`src/design/pcfw_pkg.sv`:
```
// Shared types and codes of the page cache slot manager.
package pcfw_pkg;

    // Field widths fixed by the beat formats
    localparam int FUNC_W  = 2;
    localparam int PAGE_W  = 16;
    localparam int KIND_W  = 3;
    localparam int SLOTF_W = 4;

    // Request function codes
    localparam logic [FUNC_W-1:0] FUNC_READ  = 2'd0;
    localparam logic [FUNC_W-1:0] FUNC_WRITE = 2'd1;
    localparam logic [FUNC_W-1:0] FUNC_FLUSH = 2'd2;

    // Result kind codes
    localparam logic [KIND_W-1:0] KIND_READ_MISS    = 3'd0;
    localparam logic [KIND_W-1:0] KIND_READ_HIT     = 3'd1;
    localparam logic [KIND_W-1:0] KIND_WRITE_HIT    = 3'd2;
    localparam logic [KIND_W-1:0] KIND_WRITE_ALLOC  = 3'd3;
    localparam logic [KIND_W-1:0] KIND_WRITE_REJECT = 3'd4;
    localparam logic [KIND_W-1:0] KIND_WRITEBACK    = 3'd5;
    localparam logic [KIND_W-1:0] KIND_FLUSH_DONE   = 3'd6;

    // Request beat
    typedef struct packed {
        logic [FUNC_W-1:0] func;
        logic [PAGE_W-1:0] page;
    } req_t;

    // Result beat
    typedef struct packed {
        logic [KIND_W-1:0]  kind;
        logic [SLOTF_W-1:0] slot;
        logic [PAGE_W-1:0]  victim_page;
        logic               last;
    } rsp_t;

    // Memory port command
    typedef struct packed {
        logic rd;
        logic wr;
    } mem_cmd_t;

endpackage

```
`src/design/pcfw_slot_owner.sv`:
```
// Slot owner memory: the page each allocated slot holds.
module pcfw_slot_owner #(
    parameter int SLOTS  = 16,
    parameter int DATA_W = 16
) (
    input  logic                     clk,
    input  pcfw_pkg::mem_cmd_t        cmd,
    input  logic [$clog2(SLOTS)-1:0] addr,
    input  logic [DATA_W-1:0]        wdata,
    output logic [DATA_W-1:0]        rdata
);
    import pcfw_pkg::*;

    logic [DATA_W-1:0] mem [SLOTS];
    logic [DATA_W-1:0] rdata_reg;

    // Single port, registered read; data holds while no read is issued
    always_ff @(posedge clk)
    begin
        if (cmd.wr)
        begin
            mem[addr] <= wdata;
        end
        if (cmd.rd)
        begin
            rdata_reg <= mem[addr];
        end
    end

    assign rdata = rdata_reg;

endmodule

```
`config.mk`:
```
export PLATFORM = sky130hd
export DESIGN_NAME = pcfw_slot_owner
export DESIGN_NICKNAME = d
export VERILOG_FILES = /design/src/design/pcfw_pkg.sv /design/src/design/pcfw_slot_owner.sv
export SDC_FILE = /design/constraint.sdc
export NUM_CORES = 1
export LEC_CHECK = 0
export ABC_AREA = 1
export BUFFER_PORTS_ARGS = -buffer_cell sky130_fd_sc_hd__buf_2
export CORE_UTILIZATION = 55
export CTS_CLUSTER_SIZE = 28
export DETAILED_ROUTE_END_ITERATION = 7
export PLACE_DENSITY_LB_ADDON = 0.15
export REMOVE_ABC_BUFFERS = 1
export SLEW_MARGIN = 20
export SYNTH_ARGS = -nofsm -noshare
export SYNTH_HDL_FRONTEND = slang
export SYNTH_SLANG_ARGS = --single-unit
export TNS_END_PERCENT = 5
```
`constraint.sdc`:
```
create_clock -name clk -period 2.1 [get_ports clk]
set_input_delay 0.21 -clock clk [delete_from_list [all_inputs] [get_ports clk]]
set_output_delay 0.21 -clock clk [all_outputs]
set_load 0.01 [all_outputs]
```
Word level (Yosys, flattened, before mapping)
Memory sizes are Yosys's and may differ from the RTL's. A register that Yosys moved wholly into a read port is not among the register bits.
Index checks and enable logic that the tools add are counted.
{"block": "totals", "input_bits": 23, "ram_bits": 256, "output_inout_bits": 16, "word_cells": 3, "ff_bits": 0, "mem_count": 1}
{"block": "op_classes", "mux": 2}
{"memory": "mem", "depth": 16, "word_bits": 16, "rd": 1, "rd_ports_with_merged_regs": 1, "wr": 1, "line_no": "pcfw_slot_owner.sv:14", "rtl": "logic [DATA_W-1:0] mem [SLOTS];"}
{"cell": "$mux W1", "n": 2}

Depth between registers and ports, before layout
Gate-level depths: netlist of the first run.
{"block": "depth", "ltp_word": 2, "mapped_depth": 12}

Worst setup path before layout of the first run
Ideal clock, no wire load.
{"block": "synth_timing", "path_type": "input-to-reg", "from": "input addr[0]", "to": "memory mem[6][0], enable pin", "path_slack_ns": 0.197, "arrival_time_ns": 1.514, "path_stages": 6, "cell_sequence": "buf_4 inv_4 buf_8 buf_6 nand3_1 nor2_1"}
{"item": "start: declaration", "line_no": "pcfw_slot_owner.sv:8", "rtl": "input logic [$clog2(SLOTS)-1:0] addr,"}
{"item": "end: declaration", "line_no": "pcfw_slot_owner.sv:14"}
Straight into the memory's write port.

Final worst setup path of the first run
{"block": "layout_timing", "from": "register rdata_reg[4], in the netlist rdata[4] (read register of mem)", "to": "output rdata[4]"}
{"item": "start: declaration", "line_no": "pcfw_slot_owner.sv:15", "rtl": "logic [DATA_W-1:0] rdata_reg;"}
{"item": "end: declaration", "line_no": "pcfw_slot_owner.sv:10", "rtl": "output logic [DATA_W-1:0] rdata"}
No word-level cell between the ends.

==> results of run 1 <==
## cell usage after synthesis
master	number
buf_4	2
nand2_1	690
buf_2	28
buf_6	11
nor2_2	2
inv_1	38
nand3_1	4
edfxtp_1	272
inv_4	1
nor2_1	16
buf_8	1
clkbuf_1	5
## worst paths after layout
path | from | endpoint | slack, ns
worst max-delay path | rdata[4] | rdata[4] | 0.82
worst min-delay path | wdata[8] | mem[12][8] | 0.06
worst max register to register | mem[7][3] | rdata[3] | 0.99
worst min register to register | mem[0][6] | rdata[6] | 0.76
## kinds of logic after synthesis
logic type	after synthesis	synth area share, %
AND/OR/NAND/NOR	712	23.7
flip-flops	272	72.2
buffers and inverters	86	4.08
## power by group
group / total [mW] / switching, mW / internal [mW]
Sequential: 6.14 / 0.0273 / 6.12
Clock: 5.04 / 1.95 / 3.08
Combinational: 0.719 / 0.512 / 0.207
## per-layer routing
| layer | vias up | share of wire, % | track usage, % |
|---|---|---|---|
| met5 | - | 0 | 0 |
| li1 | 3580 | - | - |
| met3 | 48 | 7.1 | 3.76 |
| met2 | 229 | 48 | 39.6 |
| met1 | 3373 | 43 | 33.8 |
| met4 | 0 | 2.4 | 6.47 |
## cells in the final DEF, fill, tap and decap left out, types with 4 or more instances in the layout
cell	instances
buf_12	4
buf_2	37
buf_4	46
bufinv_16	6
clkbuf_16	27
clkinv_1	7
clkinv_2	6
edfxtp_1	272
inv_1	37
nand2_1	690
nand3_1	4
nor2_2	18
## metrics by stage
stage	TNS, ns	cell area, um2	hold slack, ns	utilization [%]
floorplan	-72.53	11000	0.309	-
global placement	0	12000	0.601	59.4
detailed placement	0	12000	0.605	59.4
CTS	0	12900	0.0433	64.1
global route	0	12900	0.0512	64.1
finish	0	12900	0.0553	64.1
## layout make-up
| cell class | instances | area (um2) | share of cell area (%) |
|---|---|---|---|
| multi-input cells | 712 | 2720 | 21.1 |
| clock inverters | 21 | 254 | 1.97 |
| repair buffers | 87 | 611 | 4.72 |
| flip-flops and latches | 272 | 8170 | 63.2 |
| well taps | 270 | 338 | 2.61 |
| inverters | 39 | 149 | 1.15 |
| clock buffers | 29 | 683 | 5.29 |
==> results.tsv, run 1 <==
metric	value	unit
fillers	1580	
critical_path_class	flop to output pin	
drc	0	
maxSlewViolCount	0	
synth_cells	1070	
cp_num_cells	1	
grt_pass1_wl	38300	um
clock-sinks	272	
final_hold_viol_count	0	
first_pass_iters	5	
finalCritPeriodShare	60.9	%
worstRegToRegCells	8	
vdd_drop_max	0.758	mV
avgSynthCellArea	10.6	um2
fmax	781	MHz
setup_viol	0	
netlist_area	11300	um2
min_path_type	input pin to flop	
first_global_vias	6755	
min_path_cells	1	
crit_path_end_kind	output pin	
status	finished clean	
finalWorstSetupSlack	0.820	ns
cp.arrival	1.07	ns
finalCriticalPeriod	1.28	ns
total_power	11.9	mW
place.gp.congestion	0.814	
start_util	56.1	%
drt-total-wl	24700	um
die_w	145	um
clock-root-buffer	clkbuf_16	
crit_slowest_cell	edfxtp_1	
cts_hold_buf	0	
pin_count	39	
cts.clk_slew.worst_paths	0.06	ns
via_per_inst	5.06	
htreeDepth	1	
via_count	7230	
ctsResizeCount	0	
ant_nets	0	
synth_top_cell_by_area	edfxtp_1	
ys_seq_area_share	72.2	%
cp_cell_sequence	buf_2	
synth.top_cell.area_share	72.2	%
dpl_worst_slack	0.329	ns
post_layout_nonfiller_instances	1430	
cp-start-kind	flop	
place_inst	1380	
grt_max_degree	97	
worstMarginPinSlew	0.562	ns
synth.area.top_cells	edfxtp_1 72%, nand2_1 23%, inv_1 1.3%	
hpwl	14300	um
track_usage	24.0	%
slew-limit-headroom	62.5	%
critPathTopFamily	flip-flops	
crit_fanout	1	
clock_latency	0.53	ns
drt_iter0_drc	573	
clk_path_buf_depth	3	
antennaDiodeCount	0	
ys.warnings.count	0	
antenna_found_initial	0	
drive_gt1_share	12.8	%
rows	52	
placeableCoreArea	20200	um2
drv_cap	0	
p_per_area	920	nW/um2
critPathMaxStageDelay	0.39	ns
yosys.cell_types.count	12	
rsz0062_at_grt	no	
numPortBuffers	38	
routedWlPerCell	17.3	um
die_area	21100	um2
die_h	145	um
cp_num_buf_inv	1	
final_nets	1162	
leakagePower	5.53	nW
post_cts_buffers	0	
syn2layout_area_growth	14.3	%
cts_tree	yes	
skew	0.00768	ns
largest_register_ffs	256	
grt.overflow.total	0	
cp.required	1.89	ns
ys_ff_latch	272	
cts_buffers	27	
No activity file was read; power rests on OpenSTA's default activity.
==> inputs of run 2 (changes only) <==
clock period = 1.1 ns   (was 2.1 ns; I/O delays follow)
==> run 2 against run 1 <==
  * The run now ends with negative setup slack left
  * Non-clock buffer count up 50
  * Final cell count up 3.4%
  * Via count up 2.8%
  * Global-route usage up 1.7 points
  * Count of clock-buffer cells in the layout up 3
  * Total power up 87%
  * Sequential share of layout area down 2.3 points
  * Critical path type unchanged
  * Largest cell class unchanged
  * Largest power group unchanged
==> results.tsv, run 2 (synthesized netlist as in run 1, its figures left out) <==
metric	value	unit	change
status	finished with violations		
failed_checks	negative setup slack		
worstHoldStart	wdata[15]		
tns	-0.886	ns	-0.886 ns
fmax	833	MHz	
min_path_cells	1		unchanged
timing.rr.start	mem[11][13]		
ant_nets	0		unchanged
syn2layout_area_growth	18.6	%	
worstMarginPinSlew	0.388	ns	-0.175 ns
finalWorstSetupSlack	-0.100	ns	-0.920 ns
track_usage	25.7	%	+1.7 points
drt-total-wl	26200	um	+5.9%
cp.arrival	1.09	ns	+0.02 ns
cp_num_buf_inv	1		unchanged
place.gp.congestion	0.815		+0.12%
rrSetupSlack	-0.04	ns	-1.03 ns
skew	0.00823	ns	+0.000546 ns
finalCriticalPeriod	1.20	ns	
placeableCoreArea	20200	um2	unchanged
first_global_vias	7267		+7.6%
slew-limit-headroom	74.2	%	+12 points
routedWlPerCell	17.7	um	+2.5%
critPathMaxStageDelay	0.39	ns	about the same
finalCritPeriodShare	109	%	
first_pass_iters	5		unchanged
die_h	145	um	unchanged
cts_tree	yes		
whs_endpoint	mem[14][15]		
final_hold_viol_count	0		unchanged
die_area	21100	um2	unchanged
clock_latency	0.54	ns	about the same
crit_fanout	1		unchanged
start_util	56.1	%	unchanged
vdd_drop_max	1.52	mV	+100%
antennaDiodeCount	0		unchanged
drt_iter0_drc	614		+7.2%
clock-sinks	272		unchanged
cp_cell_sequence	buf_2		
final_area	13400	um2	+3.8%
cts_buffers	28		+3.7%
p_per_area	1660	nW/um2	+81%
via_per_inst	5.03		-0.54%
htreeDepth	1		unchanged
cp-start-kind	flop		
numPortBuffers	38		unchanged
worstRegToRegCells	8		unchanged
min_path_type	input pin to flop		
clock-root-buffer	clkbuf_16		
maxSlewViolCount	0		unchanged
hpwl	16500	um	+15%
grt.overflow.total	0		unchanged
cts.clk_slew.worst_paths	0.06	ns	about the same
grt_pass1_wl	40800	um	+6.4%
total_power	22.3	mW	+87%
dpl-instance-area	12400	um2	+3.2%
critical_path_class	flop to output pin		
crit_path_end_kind	output pin		
final_nets	1213		+4.4%
die_w	145	um	unchanged
place_inst	1415		+2.5%
drive_gt1_share	15.7	%	+3.0 points
antenna_found_initial	1		+1
drc	0		unchanged
final_cell_mix	682 x nand2_1, 272 x edfxtp_1, 71 x buf_4		
rr_endpoint	rdata[13]		
setup_viol	18		+18
rows	52		unchanged
layout_commonest_cell	nand2_1		
critPathTopFamily	flip-flops		
drv_cap	0		unchanged
grt_max_degree	43		-56%
clk_path_buf_depth	3		unchanged
crit_slowest_cell	edfxtp_1		
via_count	7432		+2.8%
largest_register_ffs	256		unchanged
rsz0062_at_grt	yes		
leakagePower	5.77	nW	+4.4%
dpl_worst_slack	-0.347	ns	-0.677 ns
cp.required	0.99	ns	-0.90 ns
pin_count	39		unchanged
post_layout_nonfiller_instances	1478		+3.4%
## run 2: cell count changes in the layout (fill, tap and decap cells not counted), sizes merged
cell	change
clkbuf	+3
clkinvlp	+1
bufinv	-4
dlygate4sd3	+15
inv	-1
buf	+35
clkinv	-1
## run 2: worst max-delay path by stage
stage	cells after the start	to	start	slack, ns
5_1_grt	1	rdata[0]	rdata[0]	-0.14
6_report	1	rdata[4]	rdata[4]	-0.10
4_1_cts	1	rdata[0]	rdata[0]	-0.11
3_3_place_gp	5	mem[11][12]	addr[0]	-0.33
3_5_place_dp	5	mem[6][11]	addr[0]	-0.35
2_1_floorplan	3	mem[5][0]	addr[1]	-1.42
## run 2: area by class of cell
| type | instances | area, um2 |
|---|---|---|
| clock buffer | 32 | 737 |
| clock inverter | 16 | 129 |
| fill | 1532 | 6760 |
| inverter | 39 | 149 |
| multi-input combinational | 712 | 2740 |
| sequential | 272 | 8170 |
| tap | 270 | 338 |
| timing repair buffer | 137 | 1150 |
## run 2: timing repair
| item | in CTS | in global routing |
|---|---|---|
| endpoints found under the hold margin | 240 | 0 |
| buffers inserted | 0 | 0 |
| gates cloned | 0 | 0 |
| pin swaps | 4 | 38 |
| resized for setup | 2 | 7 |
| hold buffers | 15 | 0 |
| setup endpoints to repair | 18 | 32 |
## run 2: power by group
part / total (mW) / internal [mW] / switching, mW
clock network: 8.97 / 5.22 / 3.75
logic: 1.58 / 0.537 / 1.04
registers: 11.7 / 11.7 / 0.0597
total: 22.3 / 17.4 / 4.85
## run 2: metrics by stage
step | hold slack (ns) | utilization, %
after floorplan | 0.209 | -
after global placement | 0.514 | 61.4
after detailed placement | 0.516 | 61.4
after CTS | 0.00405 | 66.4
after global routing | 0.0125 | 66.5
final | 0.00521 | 66.5
## run 2: per-layer routing
layer  track usage [%]  routed length [um]
met1              35.4               11500
met3              4.58                1700
met2              42.7               12600
met4              6.63                 443
met5                 0                  12
