## src/design/pcfw_pkg.sv

```systemverilog
// Shared types and codes of the page cache slot manager.
package pcfw_pkg;

    // Field widths fixed by the beat formats
    localparam int FUNC_W  = 2;
    localparam int PAGE_W  = 16;
    localparam int KIND_W  = 3;
    localparam int SLOTF_W = 4;

    // Request function codes
    localparam logic [FUNC_W-1:0] FUNC_READ  = 2'd0;
    localparam logic [FUNC_W-1:0] FUNC_WRITE = 2'd1;
    localparam logic [FUNC_W-1:0] FUNC_FLUSH = 2'd2;

    // Result kind codes
    localparam logic [KIND_W-1:0] KIND_READ_MISS    = 3'd0;
    localparam logic [KIND_W-1:0] KIND_READ_HIT     = 3'd1;
    localparam logic [KIND_W-1:0] KIND_WRITE_HIT    = 3'd2;
    localparam logic [KIND_W-1:0] KIND_WRITE_ALLOC  = 3'd3;
    localparam logic [KIND_W-1:0] KIND_WRITE_REJECT = 3'd4;
    localparam logic [KIND_W-1:0] KIND_WRITEBACK    = 3'd5;
    localparam logic [KIND_W-1:0] KIND_FLUSH_DONE   = 3'd6;

    // Request beat
    typedef struct packed {
        logic [FUNC_W-1:0] func;
        logic [PAGE_W-1:0] page;
    } req_t;

    // Result beat
    typedef struct packed {
        logic [KIND_W-1:0]  kind;
        logic [SLOTF_W-1:0] slot;
        logic [PAGE_W-1:0]  victim_page;
        logic               last;
    } rsp_t;

    // Memory port command
    typedef struct packed {
        logic rd;
        logic wr;
    } mem_cmd_t;

endpackage

```

## src/design/pcfw_ctrl.sv

```systemverilog
// Request sequencer: map lookup, slot allocation, eviction, flush and result register.
module pcfw_ctrl #(
    parameter int SLOTS     = 16,
    parameter int PAGE_BITS = 16
) (
    input  logic                     clk,
    input  logic                     rst_n,
    // request channel
    input  logic                     req_valid,
    output logic                     req_stall,
    input  pcfw_pkg::req_t           req,
    // result channel
    output logic                     rsp_valid,
    input  logic                     rsp_stall,
    output pcfw_pkg::rsp_t           rsp,
    // configuration
    input  logic                     cfg_write,
    input  logic                     cfg_data,
    // page map port
    input  logic                     map_ready,
    output pcfw_pkg::mem_cmd_t        map_cmd,
    output logic [PAGE_BITS-1:0]     map_addr,
    output logic [$clog2(SLOTS):0]   map_wdata,
    input  logic [$clog2(SLOTS):0]   map_rdata,
    // slot owner port
    output pcfw_pkg::mem_cmd_t        own_cmd,
    output logic [$clog2(SLOTS)-1:0] own_addr,
    output logic [PAGE_BITS-1:0]     own_wdata,
    input  logic [PAGE_BITS-1:0]     own_rdata
);
    import pcfw_pkg::*;

    localparam int SLOT_W = $clog2(SLOTS);
    localparam int CNT_W  = $clog2(SLOTS + 1);
    localparam int SUM_W  = SLOT_W + 2;

    typedef enum logic [5:0] {
        ST_IDLE   = 6'b000001,
        ST_LOOKUP = 6'b000010,
        ST_EVICT  = 6'b000100,
        ST_ALLOC  = 6'b001000,
        ST_FLUSH  = 6'b010000,
        ST_DONE   = 6'b100000
    } state_t;

    state_t               state_reg, state_next;
    logic [SLOT_W-1:0]    head_reg, head_next;
    logic [CNT_W-1:0]     cnt_reg, cnt_next;
    logic [FUNC_W-1:0]    func_reg, func_next;
    logic [PAGE_BITS-1:0] page_reg, page_next;
    logic [SLOT_W-1:0]    slot_reg, slot_next;
    logic                 wb_en_reg;
    logic                 rsp_valid_reg;
    rsp_t                 rsp_reg;

    logic                 accept;
    logic                 can_emit;
    logic                 emit;
    rsp_t                 rsp_next;
    logic [SUM_W-1:0]     free_sum;
    logic [SLOT_W-1:0]    free_slot;
    logic [SLOT_W-1:0]    head_inc;
    logic                 entry_valid;
    logic [SLOT_W-1:0]    entry_slot;

    // Allocated slots sit at head..head+cnt-1 of a fixed slot ring, free ones follow,
    // so the oldest slot is head and the next free slot is head+cnt
    assign free_sum  = SUM_W'(head_reg) + SUM_W'(cnt_reg);
    assign free_slot = (free_sum >= SUM_W'(SLOTS)) ? SLOT_W'(free_sum - SUM_W'(SLOTS))
                                                   : SLOT_W'(free_sum);
    assign head_inc  = (head_reg == SLOT_W'(SLOTS - 1)) ? '0 : head_reg + 1'b1;

    assign entry_valid = map_rdata[SLOT_W];
    assign entry_slot  = map_rdata[SLOT_W-1:0];

    assign req_stall = (state_reg != ST_IDLE) || !map_ready;
    assign accept    = req_valid && !req_stall;
    assign can_emit  = !rsp_valid_reg || !rsp_stall;

    // Sequencer
    always_comb
    begin
        state_next = state_reg;
        head_next  = head_reg;
        cnt_next   = cnt_reg;
        func_next  = func_reg;
        page_next  = page_reg;
        slot_next  = slot_reg;
        emit       = 1'b0;
        rsp_next   = '0;
        map_cmd    = '0;
        map_addr   = page_reg;
        map_wdata  = '0;
        own_cmd    = '0;
        own_addr   = head_reg;
        own_wdata  = page_reg;

        unique case (state_reg)
            ST_IDLE:
            begin
                if (accept)
                begin
                    func_next  = req.func;
                    page_next  = PAGE_BITS'(req.page);
                    map_cmd.rd = 1'b1;
                    map_addr   = PAGE_BITS'(req.page);
                    state_next = ST_LOOKUP;
                end
            end

            ST_LOOKUP:
            begin
                if (can_emit)
                begin
                    state_next = ST_IDLE;
                    case (func_reg)
                        FUNC_READ:
                        begin
                            emit          = 1'b1;
                            rsp_next.last = 1'b1;
                            if (entry_valid)
                            begin
                                rsp_next.kind = KIND_READ_HIT;
                                rsp_next.slot = SLOTF_W'(entry_slot);
                            end
                            else
                            begin
                                rsp_next.kind = KIND_READ_MISS;
                            end
                        end

                        FUNC_WRITE:
                        begin
                            if (entry_valid)
                            begin
                                emit          = 1'b1;
                                rsp_next.kind = KIND_WRITE_HIT;
                                rsp_next.slot = SLOTF_W'(entry_slot);
                                rsp_next.last = 1'b1;
                            end
                            else if (cnt_reg < CNT_W'(SLOTS))
                            begin
                                // take the next free slot and bind it
                                map_cmd.wr    = 1'b1;
                                map_wdata     = {1'b1, free_slot};
                                own_cmd.wr    = 1'b1;
                                own_addr      = free_slot;
                                cnt_next      = cnt_reg + 1'b1;
                                emit          = 1'b1;
                                rsp_next.kind = KIND_WRITE_ALLOC;
                                rsp_next.slot = SLOTF_W'(free_slot);
                                rsp_next.last = 1'b1;
                            end
                            else if (!wb_en_reg)
                            begin
                                emit          = 1'b1;
                                rsp_next.kind = KIND_WRITE_REJECT;
                                rsp_next.last = 1'b1;
                            end
                            else
                            begin
                                // fetch the owner of the oldest slot
                                own_cmd.rd = 1'b1;
                                slot_next  = head_reg;
                                state_next = ST_EVICT;
                            end
                        end

                        FUNC_FLUSH:
                        begin
                            if (cnt_reg == '0)
                            begin
                                emit          = 1'b1;
                                rsp_next.kind = KIND_FLUSH_DONE;
                                rsp_next.last = 1'b1;
                            end
                            else
                            begin
                                own_cmd.rd = 1'b1;
                                state_next = ST_FLUSH;
                            end
                        end

                        default:
                        begin
                            state_next = ST_IDLE;
                        end
                    endcase
                end
            end

            ST_EVICT:
            begin
                if (can_emit)
                begin
                    // unmap the victim page and report its write-back
                    map_cmd.wr           = 1'b1;
                    map_addr             = own_rdata;
                    emit                 = 1'b1;
                    rsp_next.kind        = KIND_WRITEBACK;
                    rsp_next.slot        = SLOTF_W'(slot_reg);
                    rsp_next.victim_page = PAGE_W'(own_rdata);
                    head_next            = head_inc;
                    state_next           = ST_ALLOC;
                end
            end

            ST_ALLOC:
            begin
                if (can_emit)
                begin
                    map_cmd.wr    = 1'b1;
                    map_wdata     = {1'b1, slot_reg};
                    own_cmd.wr    = 1'b1;
                    own_addr      = slot_reg;
                    emit          = 1'b1;
                    rsp_next.kind = KIND_WRITE_ALLOC;
                    rsp_next.slot = SLOTF_W'(slot_reg);
                    rsp_next.last = 1'b1;
                    state_next    = ST_IDLE;
                end
            end

            ST_FLUSH:
            begin
                if (can_emit)
                begin
                    // one write-back per cycle while the result is not stalled, oldest first
                    map_cmd.wr           = 1'b1;
                    map_addr             = own_rdata;
                    emit                 = 1'b1;
                    rsp_next.kind        = KIND_WRITEBACK;
                    rsp_next.slot        = SLOTF_W'(head_reg);
                    rsp_next.victim_page = PAGE_W'(own_rdata);
                    head_next            = head_inc;
                    cnt_next             = cnt_reg - 1'b1;
                    if (cnt_reg == CNT_W'(1))
                    begin
                        state_next = ST_DONE;
                    end
                    else
                    begin
                        own_cmd.rd = 1'b1;
                        own_addr   = head_inc;
                    end
                end
            end

            ST_DONE:
            begin
                if (can_emit)
                begin
                    emit          = 1'b1;
                    rsp_next.kind = KIND_FLUSH_DONE;
                    rsp_next.last = 1'b1;
                    state_next    = ST_IDLE;
                end
            end

            default:
            begin
                state_next = ST_IDLE;
            end
        endcase
    end

    // Control registers
    always_ff @(posedge clk or negedge rst_n)
    begin
        if (!rst_n)
        begin
            state_reg     <= ST_IDLE;
            head_reg      <= '0;
            cnt_reg       <= '0;
            wb_en_reg     <= 1'b1;
            rsp_valid_reg <= 1'b0;
        end
        else
        begin
            state_reg <= state_next;
            head_reg  <= head_next;
            cnt_reg   <= cnt_next;
            if (cfg_write)
            begin
                wb_en_reg <= cfg_data;
            end
            if (emit)
            begin
                rsp_valid_reg <= 1'b1;
            end
            else if (!rsp_stall)
            begin
                rsp_valid_reg <= 1'b0;
            end
        end
    end

    // Payload registers
    always_ff @(posedge clk)
    begin
        func_reg <= func_next;
        page_reg <= page_next;
        slot_reg <= slot_next;
        if (emit)
        begin
            rsp_reg <= rsp_next;
        end
    end

    assign rsp_valid = rsp_valid_reg;
    assign rsp       = rsp_reg;

    // Allocated count never exceeds the slot count
    a_cnt_range: assert property (@(posedge clk) disable iff (!rst_n)
        cnt_reg <= CNT_W'(SLOTS))
        else $error("allocated count above slot count");

    // A result is only loaded when the output register is free or draining
    a_no_overwrite: assert property (@(posedge clk) disable iff (!rst_n)
        emit |-> can_emit)
        else $error("result register overwritten");

    // Write-backs come only from eviction or flush
    a_wb_source: assert property (@(posedge clk) disable iff (!rst_n)
        (emit && rsp_next.kind == KIND_WRITEBACK) |->
        (state_reg == ST_EVICT || state_reg == ST_FLUSH))
        else $error("write-back from wrong state");

    // An eviction is always followed by the allocation of the same slot
    a_evict_alloc: assert property (@(posedge clk) disable iff (!rst_n)
        (state_reg == ST_EVICT && can_emit) |=> (state_reg == ST_ALLOC && $stable(slot_reg)))
        else $error("eviction not followed by allocation");

    // Eviction only when every slot is allocated
    a_evict_full: assert property (@(posedge clk) disable iff (!rst_n)
        (state_reg == ST_EVICT) |-> (cnt_reg == CNT_W'(SLOTS)))
        else $error("eviction with a free slot");

endmodule

```

## config.mk

```make
export PLATFORM = sky130hd
export DESIGN_NAME = pcfw_ctrl
export DESIGN_NICKNAME = d
export VERILOG_FILES = /design/src/design/pcfw_pkg.sv /design/src/design/pcfw_ctrl.sv
export SDC_FILE = /design/constraint.sdc
export NUM_CORES = 1
export LEC_CHECK = 0
export BUFFER_PORTS_ARGS = -buffer_cell sky130_fd_sc_hd__buf_4
export CORE_UTILIZATION = 46
export DETAILED_ROUTE_END_ITERATION = 10
export HOLD_SLACK_MARGIN = 0.02
export MAX_ROUTING_LAYER = met4
export PLACE_DENSITY = 0.73
export SLEW_MARGIN = 25
export SYNTH_ARGS = -nofsm -noshare
export SYNTH_HDL_FRONTEND = slang
export SYNTH_SLANG_ARGS = --single-unit
```

## constraint.sdc

```tcl
create_clock -name clk -period 3.1 [get_ports clk]
set_input_delay 0.62 -clock clk [delete_from_list [all_inputs] [get_ports clk]]
set_output_delay 0.62 -clock clk [all_outputs]
set_load 0.03 [all_outputs]
```

Word-level counts from Yosys, hierarchy flattened
Cells that the tools add are included.
Storage, ports and cells
  register bits: 63
  input bits: 46
  logic and storage cells: 144
Cells by class
  add/subtract/negate cells: 5
  $lt $le $gt $ge: 2
  equality and inequality tests: 21
  muxes and demuxes: 83
  bitwise gates (word level): 2
  reductions and logical operators: 19
Operators by type and width (number)
  one-hot mux 16 bit (2 select lines): 2
  2-to-1 mux 5 bit: 11
  2-to-1 mux 23 bit: 2
  2-to-1 mux 4 bit: 11
  2-to-1 mux 6 bit: 7
  2-to-1 mux 16 bit: 2
  one-hot mux 5 bit (2 select lines): 3
  one-hot mux 6 bit (5 select lines): 1
  2-to-1 mux 1 bit: 21
  2-to-1 mux 3 bit: 7
  AND reduction 6 bit: 3
  one-hot mux 4 bit (4 select lines): 1
  one-hot mux 3 bit (5 select lines): 1
  2-to-1 mux 7 bit: 2
  != test 2 bit (second input constant): 7
  one-hot mux 1 bit (2 select lines): 6
  one-hot mux 4 bit (3 select lines): 1
  one-hot mux 3 bit (3 select lines): 1
  one-hot mux 4 bit (2 select lines): 1
  adder 4 x 5 -> 6 bit: 1
  equality test 6 x 1 -> 1 bit (second input constant): 1
  equality test 6 x 2 -> 1 bit (second input constant): 1
  equality test 6 x 3 -> 1 bit (second input constant): 1
  equality test 6 x 4 -> 1 bit (second input constant): 1
  other kinds (27): 37

Longest topological paths before layout
  depth after elaboration: 8
  depth in mapped cells: 7
  depth with buffers taken out: 7

Worst setup path before layout
Ideal clock, no wire load.
  path type: reg-to-output
  from: reg state_reg[5]
  to: out map_addr[10]
  arrival: 2.613 ns
  setup slack: -0.133 ns
  stages on the path, launching flop included: 7
  path buffers: 2
  cell sequence: dfrtp_1 > or4_4 > nor3b_4 > and3_1 > buf_4 > buf_2 > a221o_1
On the way
  word-level cells in the longest chain between the ends: 6
  elaborated cells between the ends (all ways): 10
RTL lines
  from (decl): RTL line pcfw_ctrl.sv:46  | state_t state_reg, state_next;
  from (signal assigned): RTL line pcfw_ctrl.sv:280  | state_reg <= state_next;
  != test 6 x 1 -> 1 bit: RTL line pcfw_ctrl.sv:76  | assign req_stall = (state_reg != ST_IDLE) || !map_ready;
  logical OR 1 bit: RTL line pcfw_ctrl.sv:76
  logical NOT 1 bit: RTL line pcfw_ctrl.sv:77  | assign accept = req_valid && !req_stall;
  logical AND 1 bit: RTL line pcfw_ctrl.sv:77
  2-to-1 mux 16 bit: RTL line pcfw_ctrl.sv:101  | if (accept)
  one-hot mux 16 bit (2 select lines) *: RTL line pcfw_ctrl.sv:98  | unique case (state_reg)
  to (decl): RTL line pcfw_ctrl.sv:22  | output logic [PAGE_BITS-1:0] map_addr,
Every way passes the cells marked *; elsewhere a longest branch is shown, timed or not.

Final worst setup path
  from: reg state_reg[5]
  to: out map_addr[5]
The elaborated chain is that of the path after synthesis.

==> impl_metrics.env <==
export IMPL_grt_pass1_vias=3005
export IMPL_antenna_found_initial=0
export IMPL_regArea_sq_mm=0.00181
export IMPL_place_inst=544
export IMPL_largest_reg_flops=24
export IMPL_final_cells=560
export IMPL_dp_hpwl_microns=7240
export IMPL_nNetsFinal=512
export IMPL_diodes=0
export IMPL_tightest_slew_ns=0.688
export IMPL_worst_setup_path_type="reg -> out"
export IMPL_gp_congestion=0.894
export IMPL_synth_warnings=0
export IMPL_cts_setup_buffers=0
export IMPL_peakVddDrop_mv=0.289
export IMPL_gr_total_overflow=0
export IMPL_cp_end_kind="output pin"
export IMPL_cts_sinks=63
export IMPL_start_util_pct=47.3
export IMPL_r2r_start="cnt_reg[1]$_DFFE_PN0P_"
export IMPL_n_fill_cell=635
export IMPL_drc=0
export IMPL_drv_slew=0
export IMPL_cts_root_buf="clkbuf_8"
export IMPL_cts_hold_buffers=0
export IMPL_die_area_sq_mm=0.00826
export IMPL_cap_violations=0
export IMPL_rrSetupSlack_ns=0.45
export IMPL_skew_ns=0.0106
export IMPL_ys_seq_area_share_pct=49.8
export IMPL_die_x_microns=90.9
export IMPL_syn_num_nets=386
export IMPL_avgSynthCellArea_sq_um=11.1
export IMPL_ys_flop_type="edfxtp_1"
export IMPL_crit_required_ns=2.48
export IMPL_die_y_microns=90.9
export IMPL_wl_per_cell_microns=17.4
export IMPL_rows=32
export IMPL_worstSetupStartpoint="state_reg[5]$_DFFE_PN0P_"
export IMPL_finalHoldViolations=0
export IMPL_insertion_delay_ns=0.35
export IMPL_post_cts_resized=0
export IMPL_yosys_cell_types_count=54
export IMPL_rsz0062_at_grt="false"
export IMPL_syn_to_final_growth_pct=35.8
export IMPL_setup_tns_ns=0
export IMPL_multi_input_area_sq_mm=0.00174
export IMPL_endpoint="map_addr[5]"
export IMPL_cts_buffers=9
export IMPL_ant_nets=0
export IMPL_status="completed"
export IMPL_fp_coreArea_sq_mm=0.00769
export IMPL_setup_viol_count_final=0
export IMPL_drive_above_1_share_pct=41.9
export IMPL_grt_max_degree=20
export IMPL_cts_max_path_buffers=2
export IMPL_fmax_mhz=332
export IMPL_ys_ff_latch=63
export IMPL_synthArstFlopShare_pct=27.0
export IMPL_vias=3175
export IMPL_drtIter0Drc=228
export IMPL_grt_first_pass_wirelength_microns=15300
export IMPL_period_share_pct=97.1
export IMPL_path_max_fanout=16
export IMPL_cts_tree="done"
export IMPL_track_usage_pct=24.7
export IMPL_synth_edf_count=46
export IMPL_cp_start_kind="register"
export IMPL_relSlewSlack_pct=53.5
export IMPL_port_buffers=116
export IMPL_leakagePower_nw=2.15
export IMPL_pin_count=117
export IMPL_fin_crit_ns=3.01
export IMPL_power_density_mw_per_mm2=758
export IMPL_first_pass_iters=5
export IMPL_cts_htree_levels=3
export IMPL_rr_worst_depth=8
export IMPL_clk_pin_slew_ns=0.08
export IMPL_hold_path_class="in -> async"
export IMPL_syn_inst=327
export IMPL_wl_microns=9730
export IMPL_syn_area_sq_mm=0.00363
export IMPL_arrival_ns=2.39
export IMPL_r2r_end="rsp[2]$_DFFE_PP_"
export IMPL_vias_per_cell=5.67
[cell usage after synthesis, types with 3 or more instances]
| library cell | number | area, sq um |
|---|---|---|
| nand4_1 | 3 | 18.8 |
| nor2_1 | 20 | 75.1 |
| buf_2 | 3 | 15.0 |
| a32oi_1 | 4 | 35.0 |
| nor2b_1 | 6 | 37.5 |
| nor3_1 | 4 | 20.0 |
| and3_1 | 6 | 37.5 |
| clkbuf_1 | 12 | 45.0 |
| o211ai_1 | 4 | 30.0 |
| and2_1 | 18 | 113 |
| o21ai_0 | 10 | 50.1 |
| xnor2_1 | 8 | 70.1 |
| nand2b_1 | 3 | 18.8 |
| nand2_1 | 26 | 97.6 |
| ha_1 | 12 | 150 |
| nand3b_1 | 4 | 30.0 |
| edfxtp_1 | 46 | 1380 |
| a221o_1 | 16 | 160 |
| dfrtp_1 | 15 | 375 |
| mux2_2 | 21 | 236 |
| a21oi_1 | 18 | 90.1 |
| nor4_1 | 4 | 25.0 |
| inv_1 | 6 | 22.5 |
| xor2_1 | 6 | 52.6 |
| buf_4 | 3 | 22.5 |
| nand3_1 | 9 | 45.0 |
| a21o_1 | 4 | 30.0 |
[metal layers]
metal  wire [microns]  up-vias  track usage (%)
met5                0        -                -
met4              145        0             8.86
met3              743       15             5.81
met2             4730      156             38.6
met1             4120     1517             31.4
li1                 -     1487                -
[power breakdown]
group          switching (mW)  internal [mW]
logic                   0.957          0.701
clock network           0.332          0.450
registers               0.166           1.14
[cell families after synthesis]
logic type               after synthesis  synth area share, %
AO/OA/AOI/OAI                         72                 14.4
XOR/XNOR                              14                 3.37
adder cells (fa/ha/maj)               13                 4.68
buffers and inverters                 27                 3.41
flip-flops                            63                 49.8
multiplexers                          21                 6.51
AND/OR/NAND/NOR                      117                 17.8
[cell usage in the layout (no fill, tap or decap), types with 6 or more instances in the layout]
cell | synthesis | routed
a221o_2 | 0 | 10
ha_1 | 12 | 12
nor2_1 | 20 | 20
buf_4 | 3 | 135
nand3_1 | 9 | 9
xor2_1 | 6 | 6
nand2_1 | 26 | 26
edfxtp_1 | 46 | 46
a221o_1 | 16 | 6
o21ai_0 | 10 | 10
clkbuf_8 | 0 | 9
xnor2_1 | 8 | 8
a21oi_1 | 18 | 18
and2_1 | 18 | 18
dfrtp_1 | 15 | 14
nor2b_1 | 6 | 6
mux2_2 | 21 | 21
inv_1 | 6 | 6
[area by class of cell]
cell class / count / share of cell area [%]
sequential: 63 / 36.7
clock inverter: 6 / 1.72
inverter: 6 / 0.456
multi-input combinational: 237 / 35.2
clock buffer: 10 / 2.59
tap: 102 / 2.59
timing repair buffer: 136 / 20.8
[stage by stage]
stage	setup slack [ns]	power, mW	hold slack (ns)	util (%)	instance area, sq um
after detailed placement	0.364	2.97	0.510	61.2	4700
after global routing	0.00397	3.92	0.127	64.2	4940
after global placement	0.406	2.94	0.506	61.2	4700
final	0.0886	3.74	0.139	64.2	4940
after CTS	0.0186	3.75	0.137	63.9	4920
after floorplan	-0.0627	2.36	0.324	-	3650
[critical path: stages, from the launching register on]
cell and delay (ns):
dfrtp_1 0.40, or4_4 0.57, nor3b_4 0.20, and3_4 0.24, nor2_4 0.10, a221o_2 0.36, buf_4 0.17
[worst min path at each step]
stage	from	end	slack (ns)	cells after the start
after floorplan	rst_n	cnt_reg[0]$_DFFE_PN0P_	0.32	0
after global placement	rst_n	cnt_reg[3]$_DFFE_PN0P_	0.51	1
after detailed placement	rst_n	cnt_reg[0]$_DFFE_PN0P_	0.51	1
after CTS	rst_n	cnt_reg[0]$_DFFE_PN0P_	0.14	1
after global routing	rst_n	cnt_reg[0]$_DFFE_PN0P_	0.13	1
final	rst_n	cnt_reg[0]$_DFFE_PN0P_	0.14	1
(Power assumes the default switching activity.)
